<file path="src/rtl/dcps_pkg.sv">
package dcps_pkg;

  // sequence memory depth per channel
  localparam int SEQ_DEPTH = 256;
  localparam int ADDR_W    = (SEQ_DEPTH > 1) ? $clog2(SEQ_DEPTH) : 1;
  // position and length hold 0 .. SEQ_DEPTH
  localparam int POS_W     = $clog2(SEQ_DEPTH + 1);
  localparam int CNT_W     = 17;
  localparam int POLL_W    = 16;

  localparam logic [CNT_W-1:0] EXHAUSTED_WAIT = 17'h10000;

  // request codes
  localparam logic [1:0] REQ_LOAD_A = 2'd0;
  localparam logic [1:0] REQ_LOAD_B = 2'd1;
  localparam logic [1:0] REQ_START  = 2'd2;
  localparam logic [1:0] REQ_SAMPLE = 2'd3;

  // configuration register indexes
  localparam logic [2:0] CFG_SAFE_A    = 3'd0;
  localparam logic [2:0] CFG_SAFE_B    = 3'd1;
  localparam logic [2:0] CFG_MASK_A    = 3'd2;
  localparam logic [2:0] CFG_MASK_B    = 3'd3;
  localparam logic [2:0] CFG_FIXED_A   = 3'd4;
  localparam logic [2:0] CFG_FIXED_B   = 3'd5;
  localparam logic [2:0] CFG_CLK_MASK  = 3'd6;
  localparam logic [2:0] CFG_POLL_LIM  = 3'd7;

  // per-channel word shaping
  typedef struct packed {
    logic [7:0] safe;
    logic [7:0] mask;
    logic [7:0] fixed;
  } chan_cfg_t;

  // commands from the sequencer control to one channel
  typedef struct packed {
    logic             load;
    logic [7:0]       load_index;
    logic [7:0]       load_code;
    logic [7:0]       load_repeat;
    logic             start;
    logic [8:0]       start_len;
    logic [15:0]      start_delay;
    logic             tick;
  } chan_ctl_t;

  // channel status back to the control
  typedef struct packed {
    logic       fire;
    logic [7:0] word;
    logic       more;
  } chan_stat_t;

  function automatic logic [7:0] drive_word(input logic [7:0] w, input logic [7:0] mask,
                                            input logic [7:0] fixed);
    drive_word = (w & mask) | fixed;
  endfunction

endpackage

</file>
<file path="src/rtl/dcps_ram.sv">
module dcps_ram #(
  parameter int WIDTH = 16,
  parameter int DEPTH = 256,
  localparam int AW = (DEPTH > 1) ? $clog2(DEPTH) : 1
) (
  input  logic             clk,
  input  logic             we,
  input  logic [AW-1:0]    waddr,
  input  logic [WIDTH-1:0] wdata,
  input  logic [AW-1:0]    raddr,
  output logic [WIDTH-1:0] rdata
);

  logic [WIDTH-1:0] mem [DEPTH];

  // one write port, registered read
  always_ff @(posedge clk) begin
    if (we) begin
      mem[waddr] <= wdata;
    end
    rdata <= mem[raddr];
  end

endmodule

</file>
<file path="src/rtl/dcps_chan.sv">
module dcps_chan (
  input  logic              clk,
  input  logic              rst,
  input  dcps_pkg::chan_cfg_t  cfg,
  input  dcps_pkg::chan_ctl_t  ctl,
  output dcps_pkg::chan_stat_t stat
);
  import dcps_pkg::*;

  logic [CNT_W-1:0]  countdown;
  logic [POS_W-1:0]  position;
  logic [POS_W-1:0]  run_length;
  logic [15:0]       rd_entry;
  logic              wr_ok;
  logic              avail;
  logic [POS_W-1:0]  len_clamped;

  // code in the high byte, repeat in the low byte
  assign wr_ok = ctl.load && (32'(ctl.load_index) < SEQ_DEPTH);

  dcps_ram #(.WIDTH(16), .DEPTH(SEQ_DEPTH)) u_ram (
    .clk   (clk),
    .we    (wr_ok),
    .waddr (ADDR_W'(ctl.load_index)),
    .wdata ({ctl.load_code, ctl.load_repeat}),
    .raddr (ADDR_W'(position)),
    .rdata (rd_entry)
  );

  // entry left at the current position
  assign avail = (position != run_length) && (32'(position) < SEQ_DEPTH);

  assign len_clamped = (32'(ctl.start_len) > SEQ_DEPTH) ? POS_W'(SEQ_DEPTH)
                                                        : POS_W'(ctl.start_len);

  // fires while the countdown stands at one
  always_comb begin
    stat.fire = (countdown == CNT_W'(1));
    stat.word = drive_word(avail ? rd_entry[15:8] : cfg.safe, cfg.mask, cfg.fixed);
    stat.more = (position < run_length);
  end

  // countdown, position and length
  always_ff @(posedge clk) begin
    if (rst) begin
      countdown  <= '0;
      position   <= '0;
      run_length <= '0;
    end else if (ctl.start) begin
      countdown  <= CNT_W'(ctl.start_delay) + CNT_W'(1);
      position   <= '0;
      run_length <= len_clamped;
    end else if (ctl.tick && countdown != '0) begin
      if (countdown == CNT_W'(1)) begin
        if (avail) begin
          countdown <= CNT_W'(rd_entry[7:0]);
          position  <= position + POS_W'(1);
        end else begin
          countdown <= EXHAUSTED_WAIT;
        end
      end else begin
        countdown <= countdown - CNT_W'(1);
      end
    end
  end

endmodule

</file>
<file path="config.mk">
export PLATFORM = sky130hd
export DESIGN_NAME = dcps_chan
export DESIGN_NICKNAME = d
export VERILOG_FILES = /design/src/rtl/dcps_pkg.sv /design/src/rtl/dcps_ram.sv /design/src/rtl/dcps_chan.sv
export SDC_FILE = /design/constraint.sdc
export NUM_CORES = 2
export LEC_CHECK = 0
export BUFFER_PORTS_ARGS = -buffer_cell sky130_fd_sc_hd__buf_4
export CAP_MARGIN = 20
export CORE_ASPECT_RATIO = 0.5
export CORE_MARGIN = 3
export CORE_UTILIZATION = 35
export DETAILED_ROUTE_END_ITERATION = 7
export PLACE_DENSITY = 0.51
export SLEW_MARGIN = 20
export SYNTH_ARGS = -nofsm -noshare
export SYNTH_HDL_FRONTEND = slang
export SYNTH_HIERARCHICAL = 1
export SYNTH_SLANG_ARGS = --single-unit
</file>
<file path="constraint.sdc">
create_clock -name clk -period 3.28 [get_ports clk]
set_clock_uncertainty 0.15 [all_clocks]
set_input_delay 0.492 -clock clk [delete_from_list [all_inputs] [get_ports clk]]
set_output_delay 0.492 -clock clk [all_outputs]
set_load 0.01 [all_outputs]
</file>
==> impl_metrics.ini <==
[power]
p_switching_mw = 21.5
power.internal_mw = 84.0
power_per_cell_area_nw_per_um2 = 548
clockPowerShare_pct = 42.8
vdd_ir_drop_max_v = 0.000445
p_comb_share_pct = 1.9
swShare_pct = 20.4
leakage_nw = 58.3
power.share.sequential_pct = 55.3

[setup_path]
critical_path_class = flip-flop to output port
endpoint_kind = output port
r2r_setup_slack_ns = -0.17
cp.arrival_ns = 2.98
crit_fanout = 4
required_ns = 2.64
cp-start-kind = flip-flop

[yosys]
synth_ff_type = edfxtp_1
muxShareOfSynthArea_pct = 15.3
synth-compound-area-share_pct = 3.85
yosysWarnings = 6
yosys.area_share.simple_pct = 2.01
yosys.area.top_type = edfxtp_1
synth_xor_area_share_pct = 0.114
synth_edf_count = 4096
avgSynthCellArea_sq_um = 21.0
synth-seq-cells = 4147
synth_fa_ha_area_share_pct = 0.101
synth.top_cell.area_share_pct = 76.2
synth_top_family_by_area = multiplexers
syn-num-nets = 7771
yosysSeqAreaShare_pct = 76.9
netlist_area_sq_um = 161000
ys_types = 76
synthArstFlopShare_pct = 0
ys_top_cells_by_area = edfxtp_1 76%, mux4_2 11%, mux2i_1 3.5%
netlist_instances = 7680

[floorplanning]
rows = 175
initial_core_util_pct = 35.3
die_y_um = 486
core_area_sq_um = 457000
die_w_um = 966
die_area_sq_um = 470000
num_io_pins = 88

[grt]
overflow = 0
grt_pass1_wl_um = 674000
grt_max_degree = 108
track_usage_pct = 20.1
antenna_found_initial = 41
grt_pass1_vias = 82724

[timing]
setup_viol = 23
worst_pin_slew_ns = 1.21
setup_ws_ns = -0.347
fin_crit_sh_pct = 111
slew_viol_final = 0
hold_viol = 0
relSlewSlack_pct = 19.0
period_needed_ns = 3.63
timing.setup.tns_ns = -4.09
rsz0062_at_grt = yes
fmaxAchievable_mhz = 276

[status]
status = finished with violations
failed_checks = setup timing

[clock_network]
cts_tree = done
clock_path_buffers = 4
cts-buffers-inserted = 389
clock_sinks = 4147
path_clk_slew_ns = 0.07
cts_root_buf = clkbuf_16
htreeDepth = 5
clock_latency_ns = 0.99

[layout]
final_cell_area_sq_um = 192000
final_nets = 8838
fillerInstances = 39849
drive_above_1_share_pct = 30.7
area_delta_synth_final_pct = 19.3
final_util_pct = 42.1

[place]
gp_congestion = 0.852
post_dp_cell_area_sq_um = 176000
portBuffers = 87
hpwl_um = 296000

[drt]
dr.pass1.iters = 6
wl_per_cell_um = 32.1
drtIter0Drc = 10184
via_count = 84521
viasPerCell = 5.57
wl_um = 487000
drc = 0
ant_nets = 0

[flow_run]
max_cap_viol_count = 0

[min_path]
hold_path.class = primary input to flip-flop
## metal layers
| metal | share of wire [%] | routed length (um) | global-route usage, % |
|---|---|---|---|
| met5 | 0.0027 | 13 | 0 |
| met4 | 2.5 | 12400 | 4.85 |
| met3 | 8.0 | 38800 | 3.99 |
| met2 | 45 | 221000 | 30.9 |
| met1 | 44 | 215000 | 29.8 |
## power groups by stage
stage / Combinational [mW] / Clock (mW) / Sequential (mW)
2_1_floorplan: 0.386 / 0 / 59.5
3_3_place_gp: 1.84 / 0 / 59.5
3_5_place_dp: 1.89 / 0 / 59.5
4_1_cts: 2.04 / 46.0 / 58.3
5_1_grt: 2.16 / 48.1 / 58.3
6_report: 2.04 / 45.1 / 58.4
## registers in the layout (all words and copies together) (netlist names)
signal and flops:
countdown 17, position 9, run_length 9, u_ram/mem 4096
u_ram/rdata 16
## worst max-delay path, stage by stage (launching register included)
cell and delay [ns]:
dfxtp_4 0.35, buf_12 0.13, buf_12 0.13, ha_4 0.23, and4_4 0.15, a41oi_4 0.23, clkbuf_16 0.21, mux2_4 0.29
a21o_1 0.16, buf_6 0.12
## final timing paths
kind / start / end / depth (start not counted)
worst min-delay path: ctl[47] / u_ram/mem[247][4] / 4
worst max register to register: position[0] / u_ram/rdata[7] / 13
worst max-delay path: position[1] / stat[4] / 9
worst min register to register: position[7] / position[8] / 2
## final cells by class
class,count,area [sq um],share of cell area (%)
Inverter,20,90.1,0.0468
Timing Repair Buffer,1142,12100,6.29
Antenna cell,13,32.5,0.0169
Tap cell,6106,7640,3.97
Clock inverter,223,2070,1.08
Sequential cell,4147,124000,64.5
Clock buffer,478,10300,5.34
Multi-Input combinational cell,3047,36200,18.8
## cells in the final DEF (no fill, tap or decap), drive strengths merged, types with 55 or more instances in the layout
cell type / n
nor3: 103
mux2i: 567
o21ai: 55
buf: 1032
o22ai: 154
mux4: 797
a21oi: 187
mux2: 96
o221ai: 254
clkinv: 165
nor2: 331
nand2: 64
edfxtp: 4096
clkbuf: 484
dlygate4sd3: 90
## what timing repair did
item                                   in CTS  in global routing
resized for setup                         288                 56
setup buffers                              77                 33
pin swaps                                  59                 27
endpoints found under the hold margin     800                  0
gates cloned                               21                  5
hold buffers                               90                  0
setup endpoints to repair                  26                 27
## cells in the mapped netlist (4+ instances only)
library cell and n:
nor3_1 101, buf_6 78, nand2b_1 9, inv_1 19, buf_4 28, a2111oi_0 6, nand4b_1 4, or2_2 5
a21oi_1 187, dfxtp_1 51, buf_12 5, mux2i_1 567, o21ai_0 52, clkbuf_1 237, nand3_1 46, nor4_1 22
and3_1 14, edfxtp_1 4096, buf_8 11, a22o_1 32, mux2_2 96, o22ai_1 154, a221oi_1 31, buf_2 78
a211oi_1 23, or3_1 4, nand4_1 31, xnor2_1 16, and4_1 5, nand2_1 64, o32ai_1 21, a21o_1 12
nand3b_1 5, nor2_1 330, a31oi_1 14, xor2_1 5, nor2b_1 17, buf_1 30, o221ai_1 253, o31ai_1 20
a22oi_1 44, mux4_2 797, ha_1 13
## kinds of logic (layout without fill, tap and decap cells)
group	count (synthesis)	count (layout)
compound gates	870	870
buf+inv	487	1863
flops	4147	4147
other cells	0	13
xor+xnor	21	21
simple gates	682	683
fa+ha+maj	13	13
mux	1460	1460
## through the flow
stage                     hold WS (ns)  power [mW]  std cells  setup slack, ns
after floorplan                  0.296        59.9       7680            0.473
after global placement           0.316        61.3      14246           -0.798
after detailed placement         0.319        61.4      14246           -0.799
after CTS                       0.0449         106      15128           -0.409
after global routing            0.0967         109      15169           -0.418
final                           0.0979         106      15176           -0.347
Power figures use the tool's default switching activity.
